<file path="config.mk">
export PLATFORM = sky130hd
export DESIGN_NAME = rc_channel_frame_parser
export DESIGN_NICKNAME = d
export VERILOG_FILES = /design/src/rtl/core/rcfp_pkg.sv /design/src/rtl/core/rc_channel_frame_parser.sv /design/src/rtl/core/rcfp_parse.sv /design/src/rtl/core/rcfp_out_buf.sv
export VERILOG_INCLUDE_DIRS = /design/src /design/src/rtl/core
export SDC_FILE = /design/constraint.sdc
export NUM_CORES = 1
export LEC_CHECK = 0
export ABC_AREA = 1
export BUFFER_PORTS_ARGS = -buffer_cell sky130_fd_sc_hd__buf_2
export CAP_MARGIN = 15
export CORE_UTILIZATION = 40
export CTS_BUF_LIST = sky130_fd_sc_hd__clkbuf_2 sky130_fd_sc_hd__clkbuf_4 sky130_fd_sc_hd__clkbuf_8
export DETAILED_ROUTE_END_ITERATION = 8
export PLACE_DENSITY = 0.54
export SYNTH_ARGS = -nofsm -noshare
export SYNTH_HDL_FRONTEND = slang
export SYNTH_SLANG_ARGS = --single-unit
</file>
<file path="constraint.sdc">
create_clock -name clock -period 10.2 [get_ports clock]
set_input_delay 0.51 -clock clock [delete_from_list [all_inputs] [get_ports clock]]
set_output_delay 0.51 -clock clock [all_outputs]
set_load 0.05 [all_outputs]
</file>
<file path="src/rtl/core/rc_channel_frame_parser_assert.svh">
// ----------------------------------------------------------------------------
// rc channel frame parser assertion macros
// shared property forms for the parser's concurrent assertions
// ----------------------------------------------------------------------------
`ifndef RC_CHANNEL_FRAME_PARSER_ASSERT_SVH
`define RC_CHANNEL_FRAME_PARSER_ASSERT_SVH

// same-cycle implication, off during reset
`define RCFP_ASSERT_NOW(label, clk, rst, ante, cons) \
   label: assert property (@(posedge clk) disable iff (rst) (ante) |-> (cons)) \
      else $error("rcfp assertion failed");

// next-cycle implication, off during reset
`define RCFP_ASSERT_NEXT(label, clk, rst, ante, cons) \
   label: assert property (@(posedge clk) disable iff (rst) (ante) |=> (cons)) \
      else $error("rcfp assertion failed");

`endif

</file>
<file path="src/rtl/core/rcfp_pkg.sv">
// ----------------------------------------------------------------------------
// rcfp_pkg
// types and constants shared by the rc channel frame parser
// ----------------------------------------------------------------------------
package rcfp_pkg;

   localparam int DEFAULT_MAX_PACKET = 32;
   localparam int MIN_PACKET         = 20;
   localparam int CHAN_FIRST         = 4;
   localparam int CHAN_COUNT         = 8;
   localparam int CHAN_IDX_W         = 3;
   localparam int CHAN_W             = 16;
   localparam int LEN_W              = 6;

   localparam logic [7:0] HDR0         = 8'hAA;
   localparam logic [7:0] HDR1         = 8'h55;
   localparam logic [7:0] CMD_CHANNELS = 8'h03;

   localparam logic [CHAN_W-1:0] CHAN_RESET [CHAN_COUNT] = '{
      16'd1500, 16'd1500, 16'd1500, 16'd1000,
      16'd1000, 16'd1000, 16'd1000, 16'd1000
   };

   typedef enum logic [2:0] {
      STAT_ACCEPTED  = 3'd0,
      STAT_BAD_HDR   = 3'd1,
      STAT_BAD_SUM   = 3'd2,
      STAT_OTHER_CMD = 3'd3,
      STAT_SHORT     = 3'd4,
      STAT_OVERSIZE  = 3'd5
   } status_type;

   typedef struct packed {
      logic [7:0] data_byte;
      logic       last_byte;
   } req_type;

   typedef struct packed {
      logic [2:0]        status;
      logic [LEN_W-1:0]  packet_length;
      logic [CHAN_W-1:0] channel_0;
      logic [CHAN_W-1:0] channel_1;
      logic [CHAN_W-1:0] channel_2;
      logic [CHAN_W-1:0] channel_3;
      logic [CHAN_W-1:0] channel_4;
      logic [CHAN_W-1:0] channel_5;
      logic [CHAN_W-1:0] channel_6;
      logic [CHAN_W-1:0] channel_7;
   } rsp_type;

   // one result leaving the parser
   typedef struct packed {
      logic    valid;
      rsp_type data;
   } res_type;

endpackage

</file>
<file path="src/rtl/core/rc_channel_frame_parser.sv">
// ----------------------------------------------------------------------------
// rc_channel_frame_parser
// radio packet parser: header and additive checksum check, channel update
// ----------------------------------------------------------------------------
// Takes one packet byte per cycle while req_ready is high; the byte flagged
// last is the checksum and produces one registered result, holding a status,
// the packet length and all eight held channel values. Every byte is handled
// by an add and a few compares between the packet state registers and the
// result register, so the input runs at one item per clock while req_ready is
// high. A two-entry result buffer keeps bytes flowing while a result waits;
// req_ready drops only when both entries are full. Channel values from a
// channel command packet are staged as they arrive and copied to the held set
// only on acceptance; reset sets held channels 0-2 to 1500 and 3-7 to 1000.
module rc_channel_frame_parser #(
   parameter int MAX_PACKET = rcfp_pkg::DEFAULT_MAX_PACKET
) (
   input  logic              clock,
   input  logic              reset,
   input  logic              req_valid,
   output logic              req_ready,
   input  rcfp_pkg::req_type req_data,
   output logic              rsp_valid,
   input  logic              rsp_ready,
   output rcfp_pkg::rsp_type rsp_data
);

   rcfp_pkg::res_type res;
   logic              fire;

   assign fire = req_valid && req_ready;

   rcfp_parse #(
      .MAX_PACKET (MAX_PACKET)
   ) u_parse (
      .clock (clock),
      .reset (reset),
      .fire  (fire),
      .req   (req_data),
      .res   (res)
   );

   rcfp_out_buf u_out_buf (
      .clock     (clock),
      .reset     (reset),
      .res       (res),
      .space     (req_ready),
      .rsp_valid (rsp_valid),
      .rsp_ready (rsp_ready),
      .rsp_data  (rsp_data)
   );

endmodule

</file>
<file path="src/rtl/core/rcfp_parse.sv">
// ----------------------------------------------------------------------------
// rcfp_parse
// per-byte packet state, channel staging and held channel commit
// ----------------------------------------------------------------------------
module rcfp_parse #(
   parameter int MAX_PACKET = rcfp_pkg::DEFAULT_MAX_PACKET
) (
   input  logic              clock,
   input  logic              reset,
   input  logic              fire,
   input  rcfp_pkg::req_type req,
   output rcfp_pkg::res_type res
);

   localparam int PW = $clog2(MAX_PACKET + 1);
   localparam int CW = rcfp_pkg::CHAN_W;
   localparam int LW = rcfp_pkg::LEN_W;

   logic [PW-1:0] pos_ff, pos_in;
   logic [7:0]    sum_ff, sum_in;
   logic          hdr_bad_ff, hdr_bad_in;
   logic [7:0]    cmd_ff, cmd_in;
   logic [7:0]    pend_ff, pend_in;
   logic [CW-1:0] staged_ff [rcfp_pkg::CHAN_COUNT];
   logic [CW-1:0] staged_nx [rcfp_pkg::CHAN_COUNT];
   logic [CW-1:0] held_ff   [rcfp_pkg::CHAN_COUNT];
   logic [CW-1:0] held_in   [rcfp_pkg::CHAN_COUNT];

   logic [7:0]                      b;
   logic                            in_chan;
   logic [PW-1:0]                   off;
   logic [rcfp_pkg::CHAN_IDX_W-1:0] idx;
   logic                            stage_wr;
   rcfp_pkg::status_type            status;
   logic [LW-1:0]                   len;

   assign b        = req.data_byte;
   assign in_chan  = (pos_ff >= PW'(rcfp_pkg::CHAN_FIRST)) &&
                     (pos_ff < PW'(rcfp_pkg::CHAN_FIRST + 2 * rcfp_pkg::CHAN_COUNT));
   assign off      = pos_ff - PW'(rcfp_pkg::CHAN_FIRST);
   assign idx      = off[rcfp_pkg::CHAN_IDX_W:1];
   assign stage_wr = fire && in_chan && off[0];

   // staged view including this byte, so a low byte on the checksum is committed too
   always_comb begin
      for (int k = 0; k < rcfp_pkg::CHAN_COUNT; k++) begin
         staged_nx[k] = (stage_wr && idx == rcfp_pkg::CHAN_IDX_W'(k)) ? {pend_ff, b}
                                                                      : staged_ff[k];
      end
   end

   // header and command bytes sit well before any legal final byte
   always_comb begin
      if (pos_ff >= PW'(MAX_PACKET)) begin
         status = rcfp_pkg::STAT_OVERSIZE;
      end else if (pos_ff < PW'(rcfp_pkg::MIN_PACKET - 1)) begin
         status = rcfp_pkg::STAT_SHORT;
      end else if (hdr_bad_ff) begin
         status = rcfp_pkg::STAT_BAD_HDR;
      end else if (sum_ff != b) begin
         status = rcfp_pkg::STAT_BAD_SUM;
      end else if (cmd_ff != rcfp_pkg::CMD_CHANNELS) begin
         status = rcfp_pkg::STAT_OTHER_CMD;
      end else begin
         status = rcfp_pkg::STAT_ACCEPTED;
      end
   end

   assign len = (pos_ff >= PW'(MAX_PACKET)) ? LW'(MAX_PACKET) : LW'(pos_ff) + LW'(1);

   always_comb begin
      pos_in     = pos_ff;
      sum_in     = sum_ff;
      hdr_bad_in = hdr_bad_ff;
      cmd_in     = cmd_ff;
      pend_in    = pend_ff;
      for (int k = 0; k < rcfp_pkg::CHAN_COUNT; k++) begin
         held_in[k] = held_ff[k];
      end
      if (fire) begin
         if (req.last_byte) begin
            pos_in     = '0;
            sum_in     = '0;
            hdr_bad_in = 1'b0;
            cmd_in     = '0;
            pend_in    = '0;
            if (status == rcfp_pkg::STAT_ACCEPTED) begin
               for (int k = 0; k < rcfp_pkg::CHAN_COUNT; k++) begin
                  held_in[k] = staged_nx[k];
               end
            end
         end else begin
            sum_in = sum_ff + b;
            if (pos_ff < PW'(MAX_PACKET)) begin
               pos_in = pos_ff + PW'(1);
            end
            if ((pos_ff == PW'(0) && b != rcfp_pkg::HDR0) ||
                (pos_ff == PW'(1) && b != rcfp_pkg::HDR1)) begin
               hdr_bad_in = 1'b1;
            end
            if (pos_ff == PW'(2)) begin
               cmd_in = b;
            end
            if (in_chan && !off[0]) begin
               pend_in = b;
            end
         end
      end
   end

   always_ff @(posedge clock) begin
      if (reset) begin
         pos_ff     <= '0;
         sum_ff     <= '0;
         hdr_bad_ff <= 1'b0;
         cmd_ff     <= '0;
         pend_ff    <= '0;
         for (int k = 0; k < rcfp_pkg::CHAN_COUNT; k++) begin
            held_ff[k] <= rcfp_pkg::CHAN_RESET[k];
         end
      end else begin
         pos_ff     <= pos_in;
         sum_ff     <= sum_in;
         hdr_bad_ff <= hdr_bad_in;
         cmd_ff     <= cmd_in;
         pend_ff    <= pend_in;
         for (int k = 0; k < rcfp_pkg::CHAN_COUNT; k++) begin
            held_ff[k] <= held_in[k];
         end
      end
   end

   always_ff @(posedge clock) begin
      if (stage_wr) begin
         staged_ff[idx] <= {pend_ff, b};
      end
   end

   always_comb begin
      res.valid              = fire && req.last_byte;
      res.data.status        = status;
      res.data.packet_length = len;
      res.data.channel_0     = held_in[0];
      res.data.channel_1     = held_in[1];
      res.data.channel_2     = held_in[2];
      res.data.channel_3     = held_in[3];
      res.data.channel_4     = held_in[4];
      res.data.channel_5     = held_in[5];
      res.data.channel_6     = held_in[6];
      res.data.channel_7     = held_in[7];
   end

`include "rc_channel_frame_parser_assert.svh"

   `RCFP_ASSERT_NOW(a_pos_saturates, clock, reset, 1'b1, pos_ff <= PW'(MAX_PACKET))
   `RCFP_ASSERT_NEXT(a_end_clears, clock, reset, fire && req.last_byte, pos_ff == '0 && sum_ff == '0 && !hdr_bad_ff)
   `RCFP_ASSERT_NEXT(a_reject_keeps_held, clock, reset, fire && status != rcfp_pkg::STAT_ACCEPTED, held_ff[0] == $past(held_ff[0]) && held_ff[7] == $past(held_ff[7]))

endmodule

</file>
<file path="src/rtl/core/rcfp_out_buf.sv">
// ----------------------------------------------------------------------------
// rcfp_out_buf
// two-entry result register with skid stage
// ----------------------------------------------------------------------------
module rcfp_out_buf (
   input  logic              clock,
   input  logic              reset,
   input  rcfp_pkg::res_type res,
   output logic              space,
   output logic              rsp_valid,
   input  logic              rsp_ready,
   output rcfp_pkg::rsp_type rsp_data
);

   logic              main_valid_ff, main_valid_in;
   logic              skid_valid_ff, skid_valid_in;
   rcfp_pkg::rsp_type main_ff, main_in;
   rcfp_pkg::rsp_type skid_ff, skid_in;
   logic              pop;

   assign pop       = main_valid_ff && rsp_ready;
   assign space     = !skid_valid_ff;
   assign rsp_valid = main_valid_ff;
   assign rsp_data  = main_ff;

   always_comb begin
      main_valid_in = main_valid_ff;
      skid_valid_in = skid_valid_ff;
      main_in       = main_ff;
      skid_in       = skid_ff;
      if (skid_valid_ff) begin
         if (pop) begin
            main_in       = skid_ff;
            skid_valid_in = 1'b0;
         end
      end else if (res.valid) begin
         if (!main_valid_ff || pop) begin
            main_in       = res.data;
            main_valid_in = 1'b1;
         end else begin
            skid_in       = res.data;
            skid_valid_in = 1'b1;
         end
      end else if (pop) begin
         main_valid_in = 1'b0;
      end
   end

   always_ff @(posedge clock) begin
      if (reset) begin
         main_valid_ff <= 1'b0;
         skid_valid_ff <= 1'b0;
      end else begin
         main_valid_ff <= main_valid_in;
         skid_valid_ff <= skid_valid_in;
      end
   end

   always_ff @(posedge clock) begin
      main_ff <= main_in;
      skid_ff <= skid_in;
   end

`include "rc_channel_frame_parser_assert.svh"

   `RCFP_ASSERT_NOW(a_skid_needs_main, clock, reset, skid_valid_ff, main_valid_ff)
   `RCFP_ASSERT_NOW(a_no_push_when_full, clock, reset, res.valid, !skid_valid_ff)
   `RCFP_ASSERT_NEXT(a_skid_moves_up, clock, reset, skid_valid_ff && rsp_ready, main_valid_ff && !skid_valid_ff && main_ff == $past(skid_ff))

endmodule

</file>
# After elaboration in Yosys (flattened, before gate mapping)
# Memories as Yosys holds them, arrays and structs flattened.
# Index checks and enable logic that the tools add are counted.
# word_totals
ff_bits,307
latch_bits,0
ram_bits,256
mem_bits_ro,0
in_bits,13
elab_cells,151
memories,2
# mem_list
memory,depth,width,rd,rd_clocked_by_memory_dff,write_ports,line_no,text
u_parse.held_ff,8,16,8,0,8,rcfp_parse.sv:26,logic [CW-1:0] held_ff [rcfp_pkg::CHAN_COUNT];
u_parse.staged_ff,8,16,8,0,1,rcfp_parse.sv:24,logic [CW-1:0] staged_ff [rcfp_pkg::CHAN_COUNT];
# classes
n_addsub,3
n_mul,0
n_div,0
magnitude_cmp,5
eq_ne,15
n_shift,0
muxes,50
bitwise_logic,10
reduce_logical,39
# ops
operator,count
137-bit two-way mux,4
128-bit two-way mux,3
16-bit two-way mux,16
8-bit two-way mux,5
6-bit two-way mux,3
1-bit logical AND,17
1-bit two-way mux,14
2-bit nonzero test,7
"3-bit == test, second input constant",4
"6-bit by 5-bit < comparator with 1-bit output, second input constant",2
3-bit two-way mux,4
3-bit AND reduction,3
8-bit adder,1
"8-bit by 2-bit != test with 1-bit output, second input constant",1
"8-bit by 7-bit != test with 1-bit output, second input constant",1
8-bit != test,1
"8-bit != test, second input constant",1
1-bit OR,8
2-bit AND reduction,4
"6-bit by 1-bit adder with 6-bit output, second input constant",1
"3-bit by 2-bit == test with 1-bit output, second input constant",2
"6-bit by 1-bit == test with 1-bit output, second input constant",1
"6-bit by 2-bit == test with 1-bit output, second input constant",1
"6-bit by 3-bit >= comparator with 1-bit output, second input constant",1
other kinds (12),17

# Logic depth before layout (Yosys ltp)
# Gate-level depths: netlist of run 1.
# depth
ltp_word,13
mapped_depth,16

# Cells and area by module
# A second synthesis of run 1 with hierarchy kept.
# unflattened
cells_unflattened,2704
area_unflattened_um2,24521.0
# by_module_without_submodules
mod,n_inst,cells_per_inst,area_per_inst_um2,seq_area_each_um2
rcfp_parse,1,1964,14386.3,7026.7
rcfp_out_buf,1,738,10127.2,8267.9
rc_channel_frame_parser,1,2,7.5,0.0

# Worst setup path before layout of run 1
# Ideal clock, no wire load.
# synth_path
kind,input to register
from,in req_data[0] (netlist bit)
to,reg u_out_buf.main_ff (netlist bit u_out_buf.rsp_data[0]) (enable)
setup_ns,0.693
arrival_time_ns,7.594
setup_slack_ns,1.913
stages,5
n_path_buf,1
cell_sequence,buf_2 -> inv_2 -> nor2_2 -> inv_2 -> a22oi_1
# synth_between
elab_chain_len,3
# synth_lines
element,line_no,text
start: declaration,rc_channel_frame_parser.sv:21,"input rcfp_pkg::req_type req_data,"
1-bit logical AND,rcfp_parse.sv:140,res.valid = fire && req.last_byte;
2-bit nonzero test (no source line),--,
3-bit AND reduction (no source line),--,
end signal: assignment,rcfp_out_buf.sv:60,main_ff <= main_in;
end: declaration,rcfp_out_buf.sv:17,"rcfp_pkg::rsp_type main_ff, main_in;"
# Every way passes these cells.
# A chain may end at the register's enable or synchronous reset.

# Final worst setup path of run 1
# layout_path
from,reg u_out_buf.skid_valid_ff
to,mem u_parse.staged_ff[2][0] (netlist bit) (enable)
# layout_between
elab_chain_len,6
# layout_lines
element,line_no,text
start: declaration,rcfp_out_buf.sv:16,"logic skid_valid_ff, skid_valid_in;"
start signal: assignment,rcfp_out_buf.sv:55,skid_valid_ff <= skid_valid_in;
1-bit logical NOT,rcfp_out_buf.sv:22,assign space = !skid_valid_ff;
1-bit logical AND,rc_channel_frame_parser.sv:30,assign fire = req_valid && req_ready;
1-bit logical AND (2 in series),rcfp_parse.sv:42,assign stage_wr = fire && in_chan && off[0];
1-bit two-way mux,rcfp_parse.sv:134,if (stage_wr) begin
1-bit two-way mux (not written as such),rcfp_parse.sv:135,"staged_ff[idx] <= {pend_ff, b};"
end: declaration,rcfp_parse.sv:24,
# Every way passes these cells.

==> impl_metrics.prom, run 1 <==
# TYPE chip_impl_metric gauge
chip_impl_metric{name="worstPathMaxFanout",unit=""} 82
chip_impl_metric{name="synth_cell_types",unit=""} 41
chip_impl_metric{name="grt_pass1_vias",unit=""} 16900
chip_impl_metric{name="die-height",unit="um"} 249
chip_impl_metric{name="syn_area",unit="um2"} 24300
chip_impl_metric{name="antennaDiodeCount",unit=""} 0
chip_impl_metric{name="synth-edff-count",unit=""} 402
chip_impl_metric{name="die_area",unit="um2"} 61800
chip_impl_metric{name="cts.sinks",unit=""} 563
chip_impl_info{name="netlist_top_cells_area",value="edfxtp_1 50%, dfxtp_1 13%, nand2_1 13%"} 1
chip_impl_info{name="clock-root-buffer",value="clkbuf_8"} 1
chip_impl_metric{name="gr-total-overflow",unit=""} 0
chip_impl_metric{name="routed_via_density",unit=""} 4.96
chip_impl_metric{name="synth.net_count",unit=""} 2607
chip_impl_metric{name="critical_path_max_stage_delay",unit="ps"} 790
chip_impl_metric{name="setup_violations",unit=""} 0
chip_impl_metric{name="max_cap_violations",unit=""} 0
chip_impl_metric{name="areaGrowthSynthToFinish",unit="%"} 13.9
chip_impl_metric{name="die_width",unit="um"} 249
chip_impl_metric{name="setup_total_negative_slack",unit="ps"} 0
chip_impl_metric{name="rows",unit=""} 90
chip_impl_metric{name="worst_hold_slack",unit="ps"} 206
chip_impl_info{name="min_from",value="rsp_ready"} 1
chip_impl_metric{name="insertion_delay",unit="ps"} 680
chip_impl_metric{name="clock_tree.htree_level_count",unit=""} 3
chip_impl_info{name="synth_top_area_cell",value="edfxtp_1"} 1
chip_impl_metric{name="cts.repair_timing.setup_buffer_count",unit=""} 0
chip_impl_info{name="yosys_most_used_dff",value="edfxtp_1"} 1
chip_impl_metric{name="cts_inserted_buffers",unit=""} 95
chip_impl_info{name="critical_path.cell_chain",value="inv_4, nand2_2, nor2_2, nand3_2, inv_4, buf_4, nand2_1, nor2_2"} 1
chip_impl_metric{name="drc",unit=""} 0
chip_impl_metric{name="worst_ir_drop_vdd",unit="uV"} 79.5
chip_impl_metric{name="cts_hold_buffers",unit=""} 0
chip_impl_info{name="yosys.cell_count.top_type",value="nand2_1"} 1
chip_impl_metric{name="syn_area_per_cell",unit="um2"} 9.44
chip_impl_metric{name="finish.cell_count_without_fillers",unit=""} 3563
chip_impl_metric{name="clk_transition_reported_paths",unit="ps"} 60
chip_impl_metric{name="vias",unit=""} 17700
chip_impl_metric{name="drt.antenna.violating_nets",unit=""} 0
chip_impl_metric{name="global_route.usage.total",unit=""} 0.206
chip_impl_metric{name="cp_data_arrival_time",unit="ps"} 5150
chip_impl_metric{name="critical_path_required",unit="ps"} 10480
chip_impl_metric{name="fraction_of_layout_instances_using_a_drive_strength_above_1",unit=""} 0.150
chip_impl_metric{name="fmax",unit="MHz"} 205
chip_impl_metric{name="clock-skew-final",unit="ps"} 40.5
chip_impl_info{name="crit_path_end_kind",value="flip-flop"} 1
chip_impl_metric{name="slew_violations",unit=""} 0
chip_impl_metric{name="placeableCoreArea",unit="um2"} 60200
chip_impl_metric{name="setup_ws",unit="ps"} 5330
chip_impl_metric{name="port_buffers",unit=""} 151
chip_impl_info{name="r2r_end",value="u_parse.staged_ff[2][0]"} 1
chip_impl_metric{name="pre_cts_slack",unit="ps"} 5210
chip_impl_metric{name="setup.reg_to_reg.worst_slack",unit="ps"} 5330
chip_impl_metric{name="globalplace.congestion",unit=""} 0.787
chip_impl_info{name="path_class",value="reg -> reg"} 1
chip_impl_metric{name="finalNetCount",unit=""} 2734
chip_impl_metric{name="timing.max_slew.rel_slack",unit=""} 0.216
chip_impl_metric{name="detail_route.first_pass.iterations",unit=""} 6
chip_impl_metric{name="min_period",unit="ps"} 4870
chip_impl_metric{name="grt_max_degree",unit=""} 91
chip_impl_metric{name="routed_wire_length_per_instance",unit="um"} 17.9
chip_impl_info{name="worst_hold_path_endpoint",value="u_out_buf.skid_valid_ff"} 1
chip_impl_metric{name="start_util",unit=""} 0.404
chip_impl_info{name="hold_wc_path_type",value="in -> reg"} 1
chip_impl_metric{name="pin_count",unit=""} 152
chip_impl_metric{name="drt-initial-drc-count",unit=""} 1343
chip_impl_metric{name="grt_first_pass_wirelength",unit="um"} 97800
chip_impl_metric{name="final-hold-violation-count",unit=""} 0
chip_impl_metric{name="fin_crit_sh",unit=""} 0.478
chip_impl_metric{name="cts-resized-gates",unit=""} 0
chip_impl_metric{name="placed_cells_incl_taps",unit=""} 3385
chip_impl_metric{name="synthesis.yosys.warnings",unit=""} 0
chip_impl_metric{name="sum_of_net_half_perimeters_after_detailed_placement",unit="um"} 35400
chip_impl_info{name="tritoncts",value="done"} 1
chip_impl_metric{name="report.power.total",unit="mW"} 4.80
chip_impl_metric{name="yosys.area.top_type_share",unit=""} 0.497
chip_impl_metric{name="min_delay_path_depth",unit=""} 4
chip_impl_metric{name="number_of_synthesized_register_bits",unit=""} 563
chip_impl_info{name="critical_path.slowest_cell",value="nor2_2"} 1
chip_impl_metric{name="worstMarginPinSlew",unit="ps"} 1170
chip_impl_metric{name="finalWirelength",unit="um"} 63800
chip_impl_info{name="status",value="finished, final reports clean"} 1
chip_impl_metric{name="max-clock-path-buffers",unit=""} 3
chip_impl_metric{name="post_synth_inst_count",unit=""} 2576
chip_impl_info{name="synth.top_cells.by_count",value="847 x nand2_1, 440 x nand3_1, 402 x edfxtp_1"} 1
chip_impl_metric{name="number_of_antenna_violations_at_the_first_check_in_global_routing",unit=""} 4
chip_impl_metric{name="postSynth.asyncResetShare",unit=""} 0
chip_impl_metric{name="pwr_density_cell",unit="nW/um2"} 173
chip_impl_metric{name="total_leakage_power",unit="nW"} 12.1
chip_impl_metric{name="yosysSeqAreaShare",unit=""} 0.629
chip_impl_info{name="timing.rr.start",value="u_out_buf.skid_valid_ff"} 1
chip_impl_info{name="setup.worst_path.start_class",value="flip-flop"} 1
chip_impl_info{name="rsz_0062_raised_after_global_routing",value="no"} 1
chip_impl_metric{name="worst-r2r-cell-count",unit=""} 8
logic make-up after synthesis:
logic type	synth area share
XOR/XNOR	0.00175
flip-flops	0.629
AND/OR/NAND/NOR	0.251
buffers and inverters	0.0780
adder cells (fa/ha/maj)	0.00957
AO/OA/AOI/OAI	0.0306
routing by layer:
metal  track usage  vias up  wire length, um
met2         0.329      511            29500
met3        0.0375      103             3780
li1              -     8680                -
met5             0        -               23
met4        0.0783        4             1610
met1         0.278     8372            28900
worst max path at each step:
stage	to	cells past startpoint	startpoint	slack [ps]
after floorplan	u_out_buf.rsp_data[0]	5	req_data[0]	1910
after global placement	u_parse.staged_ff[5][7]	8	u_out_buf.skid_valid_ff	5250
after detailed placement	u_parse.staged_ff[2][1]	8	u_out_buf.skid_valid_ff	5210
after CTS	u_parse.staged_ff[2][0]	8	u_out_buf.skid_valid_ff	5190
after global routing	u_parse.staged_ff[0][0]	8	u_out_buf.skid_valid_ff	4890
final	u_parse.staged_ff[2][0]	8	u_out_buf.skid_valid_ff	5330
stage by stage:
step,utilization,cell area [um2]
5_1_grt,0.460,27700
2_1_floorplan,-,24300
3_5_place_dp,0.424,25500
4_1_cts,0.458,27600
3_3_place_gp,0.424,25500
6_report,0.460,27700
worst max-delay path, delay by kind of cell, from the launching register on:
kind	cells	cell delay, ps
buffers and inverters	3	1850
DFF	1	670
and+or+nand+nor	5	1890
power breakdown:
group	switching [mW]	leakage (nW)	internal [mW]
Clock	0.899	1.11	1.26
Combinational	0.146	6.16	0.0288
Sequential	0.0112	4.82	2.46
state kept, by name (all words and copies together) (netlist names):
name,count
u_parse.pos_ff,6
u_parse.pend_ff,8
u_out_buf.rsp_valid,1
u_parse.sum_ff,8
u_parse.staged_ff,128
u_parse.hdr_bad_ff,1
u_out_buf.skid_valid_ff,1
u_out_buf.skid_ff,137
u_parse.held_ff,128
u_out_buf.rsp_data,137
u_parse.cmd_ff,8
layout make-up:
| cell class | instances | area [um2] |
|---|---|---|
| Sequential cell | 563 | 15300 |
| Tap cell | 782 | 978 |
| Clock buffer | 161 | 1930 |
| Timing Repair Buffer | 181 | 1040 |
| Inverter | 300 | 1130 |
| Clock inverter | 14 | 148 |
| Fill cell | 5651 | 32600 |
| Multi-Input combinational cell | 1562 | 7160 |
layout by cell type, fill, tap and decap left out, types with 2 or more instances in the layout:
cell type   instances
nand3_2             2
inv_2               4
nand2_2             8
edfxtp_1          402
a21o_1              2
buf_4              28
clkinvlp_4          2
nor2_4              2
clkinv_2            4
a21oi_1            38
a31oi_1             3
clkbuf_4           46
xor2_1              2
nand3_1           439
ha_1               17
o211ai_1           21
nor2_2             10
nand4_1             9
buf_16              3
o211ai_2           23
nor2_1            115
bufinv_16           3
nand2_1           847
clkinv_1            5
clkbuf_8          115
nand2_4             2
dfxtp_1           159
inv_4               2
inv_1             293
o21ai_0             7
buf_2             150
(Power assumes the default switching activity.)
==> inputs of run 2 (changes only) <==
--- a/config.mk
+++ b/config.mk
@@ -12,7 +12,7 @@
 export CORE_UTILIZATION = 40
 export CTS_BUF_LIST = sky130_fd_sc_hd__clkbuf_2 sky130_fd_sc_hd__clkbuf_4 sky130_fd_sc_hd__clkbuf_8
 export DETAILED_ROUTE_END_ITERATION = 8
-export PLACE_DENSITY = 0.54
+export PLACE_DENSITY = 0.57
 export SYNTH_ARGS = -nofsm -noshare
 export SYNTH_HDL_FRONTEND = slang
 export SYNTH_SLANG_ARGS = --single-unit
==> constraint.sdc (replaced) <==
create_clock -name clock -period 4 [get_ports clock]
set_input_delay 0.2 -clock clock [delete_from_list [all_inputs] [get_ports clock]]
set_output_delay 0.2 -clock clock [all_outputs]
set_load 0.05 [all_outputs]
==> run 2 against run 1 <==
  * The flow now finishes with violations (design-rule violations)
  * Clock power is 140% higher
  * Via count grew 1.2%
  * Critical path depth down 4
  * Total power increased by 150%
  * Cell count rose by 0.70%
  * Routed wire length up 0.71%
  * Global-route usage grew 0.15 points
==> impl_metrics.prom, run 2 (synthesis gave the netlist of run 1 again) <==
# TYPE chip_impl_metric gauge
chip_impl_metric{name="rows",unit=""} 90
chip_impl_metric{name="final_util",unit=""} 0.462
chip_impl_metric{name="die-height",unit="um"} 249
chip_impl_metric{name="worstPathMaxFanout",unit=""} 76
chip_impl_metric{name="port_buffers",unit=""} 151
chip_impl_metric{name="pwr-share-clk",unit=""} 0.434
chip_impl_metric{name="pin_count",unit=""} 152
chip_impl_metric{name="sum_of_net_half_perimeters_after_detailed_placement",unit="um"} 36200
chip_impl_metric{name="die_width",unit="um"} 249
chip_impl_metric{name="post-route-cell-area",unit="um2"} 27800
chip_impl_metric{name="timing.max_slew.rel_slack",unit=""} 0.194
chip_impl_metric{name="globalplace.congestion",unit=""} 0.790
chip_impl_metric{name="gr-total-overflow",unit=""} 0
chip_impl_info{name="rsz_0062_raised_after_global_routing",value="no"} 1
chip_impl_metric{name="drt.antenna.violating_nets",unit=""} 0
chip_impl_metric{name="number_of_antenna_violations_at_the_first_check_in_global_routing",unit=""} 0
chip_impl_info{name="path_class",value="reg -> out"} 1
chip_impl_metric{name="global_route.usage.total",unit=""} 0.207
chip_impl_info{name="final_common_cell",value="nand2_1"} 1
chip_impl_metric{name="pwr_density_cell",unit="nW/um2"} 429
chip_impl_metric{name="fin_crit_sh",unit=""} 0.828
chip_impl_metric{name="clock-skew-final",unit="ps"} 27.8
chip_impl_metric{name="cts.repair_timing.setup_buffer_count",unit=""} 0
chip_impl_metric{name="clock_tree.htree_level_count",unit=""} 3
chip_impl_metric{name="max-clock-path-buffers",unit=""} 3
chip_impl_metric{name="finalNetCount",unit=""} 2758
chip_impl_info{name="tritoncts",value="done"} 1
chip_impl_metric{name="setup_total_negative_slack",unit="ps"} 0
chip_impl_info{name="hold_wc_path_type",value="in -> reg"} 1
chip_impl_metric{name="finalWirelength",unit="um"} 64300
chip_impl_metric{name="drc",unit=""} 1
chip_impl_metric{name="grt_max_degree",unit=""} 112
chip_impl_metric{name="antennaDiodeCount",unit=""} 0
chip_impl_metric{name="power.net_switching",unit="mW"} 2.69
chip_impl_metric{name="min_period",unit="ps"} 3310
chip_impl_metric{name="fmax",unit="MHz"} 302
chip_impl_info{name="setup.worst_path.start_class",value="flip-flop"} 1
chip_impl_metric{name="insertion_delay",unit="ps"} 690
chip_impl_info{name="crit_path_end_kind",value="primary output"} 1
chip_impl_metric{name="setup_violations",unit=""} 0
chip_impl_metric{name="placeableCoreArea",unit="um2"} 60200
chip_impl_metric{name="total_leakage_power",unit="nW"} 12.1
chip_impl_metric{name="grt_pass1_vias",unit=""} 17500
chip_impl_metric{name="placed_cells_incl_taps",unit=""} 3407
chip_impl_metric{name="routed_wire_length_per_instance",unit="um"} 17.9
chip_impl_metric{name="p_int",unit="mW"} 9.25
chip_impl_metric{name="cp_data_arrival_time",unit="ps"} 3110
chip_impl_metric{name="vias",unit=""} 17900
chip_impl_metric{name="finish.cell_count_without_fillers",unit=""} 3588
chip_impl_metric{name="detail_route.first_pass.iterations",unit=""} 9
chip_impl_metric{name="swShare",unit=""} 0.225
chip_impl_metric{name="final-hold-violation-count",unit=""} 0
chip_impl_metric{name="critical_path_required",unit="ps"} 3800
chip_impl_metric{name="slew_violations",unit=""} 0
chip_impl_info{name="clock-root-buffer",value="clkbuf_8"} 1
chip_impl_metric{name="areaGrowthSynthToFinish",unit="%"} 14.4
chip_impl_info{name="status",value="finished with violations"} 1
chip_impl_metric{name="start_util",unit=""} 0.404
chip_impl_metric{name="grt_first_pass_wirelength",unit="um"} 99200
chip_impl_metric{name="fillerInstances",unit=""} 5601
chip_impl_metric{name="routed_via_density",unit=""} 4.98
chip_impl_metric{name="fraction_of_layout_instances_using_a_drive_strength_above_1",unit=""} 0.155
chip_impl_metric{name="cts.sinks",unit=""} 563
chip_impl_metric{name="clk_transition_reported_paths",unit="ps"} 60
chip_impl_info{name="violations_in_the_final_reports",value="design-rule violations"} 1
chip_impl_metric{name="postPlaceCellArea",unit="um2"} 25800
chip_impl_metric{name="cts_hold_buffers",unit=""} 5
chip_impl_metric{name="cts_inserted_buffers",unit=""} 94
chip_impl_metric{name="cts-resized-gates",unit=""} 0
chip_impl_metric{name="pwr-share-comb",unit=""} 0.039
chip_impl_metric{name="worst_hold_slack",unit="ps"} 82.0
chip_impl_metric{name="worstMarginPinSlew",unit="ps"} 1210
chip_impl_metric{name="drt-initial-drc-count",unit=""} 1359
chip_impl_metric{name="die_area",unit="um2"} 61800
chip_impl_metric{name="max_cap_violations",unit=""} 0
chip_impl_info{name="mostFrequentLayoutCells",value="847 x nand2_1, 439 x nand3_1, 402 x edfxtp_1"} 1
chip_impl_metric{name="sequentialPowerShare",unit=""} 0.527
chip_impl_metric{name="worst_ir_drop_vdd",unit="uV"} 189
[run 2: layout make-up]
class / count / area [um2] / area share
clock buffers: 158 / 1850 / 0.0665
clock inverters: 17 / 88.8 / 0.00319
inverters: 300 / 1130 / 0.0408
multi-input cells: 1562 / 7170 / 0.258
flip-flops and latches: 563 / 15300 / 0.550
well taps: 782 / 978 / 0.0352
repair buffers: 206 / 1290 / 0.0464
[run 2: metal layers]
metal	up-vias	share of wire	track usage
met2	519	0.47	0.341
met4	0	0.022	0.0701
met1	8547	0.45	0.277
met3	91	0.057	0.0358
li1	8723	-	-
met5	-	0	0
[run 2: worst paths after layout]
check	cells past startpoint	startpoint	slack (ps)	to
worst min-delay path	6	req_data[8]	80	u_parse.sum_ff[7]
worst max-delay path	4	u_out_buf.skid_valid_ff	690	req_ready
worst min register to register	2	u_parse.cmd_ff[4]	460	u_parse.cmd_ff[4]
worst max register to register	11	u_parse.pos_ff[2]	700	u_out_buf.rsp_data[14]
[run 2: critical path: stages, from the launching register on]
cell     delay, ps
dfxtp_4        360
inv_6           50
buf_4          630
buf_4          870
buf_2          410
[run 2: through the flow]
stage               setup slack (ps)  power, mW
finish                           686       11.9
global route                     386       12.4
CTS                              556       12.1
global placement                 824       6.88
floorplan                      -1060       6.72
detailed placement               709       6.88
[run 2: power by group through the flow]
stage	Combinational [mW]	Sequential, mW	Clock (mW)
floorplan	0.163	6.56	0
global placement	0.465	6.42	0
detailed placement	0.468	6.42	0
CTS	0.473	6.29	5.34
global route	0.499	6.30	5.57
finish	0.469	6.29	5.18
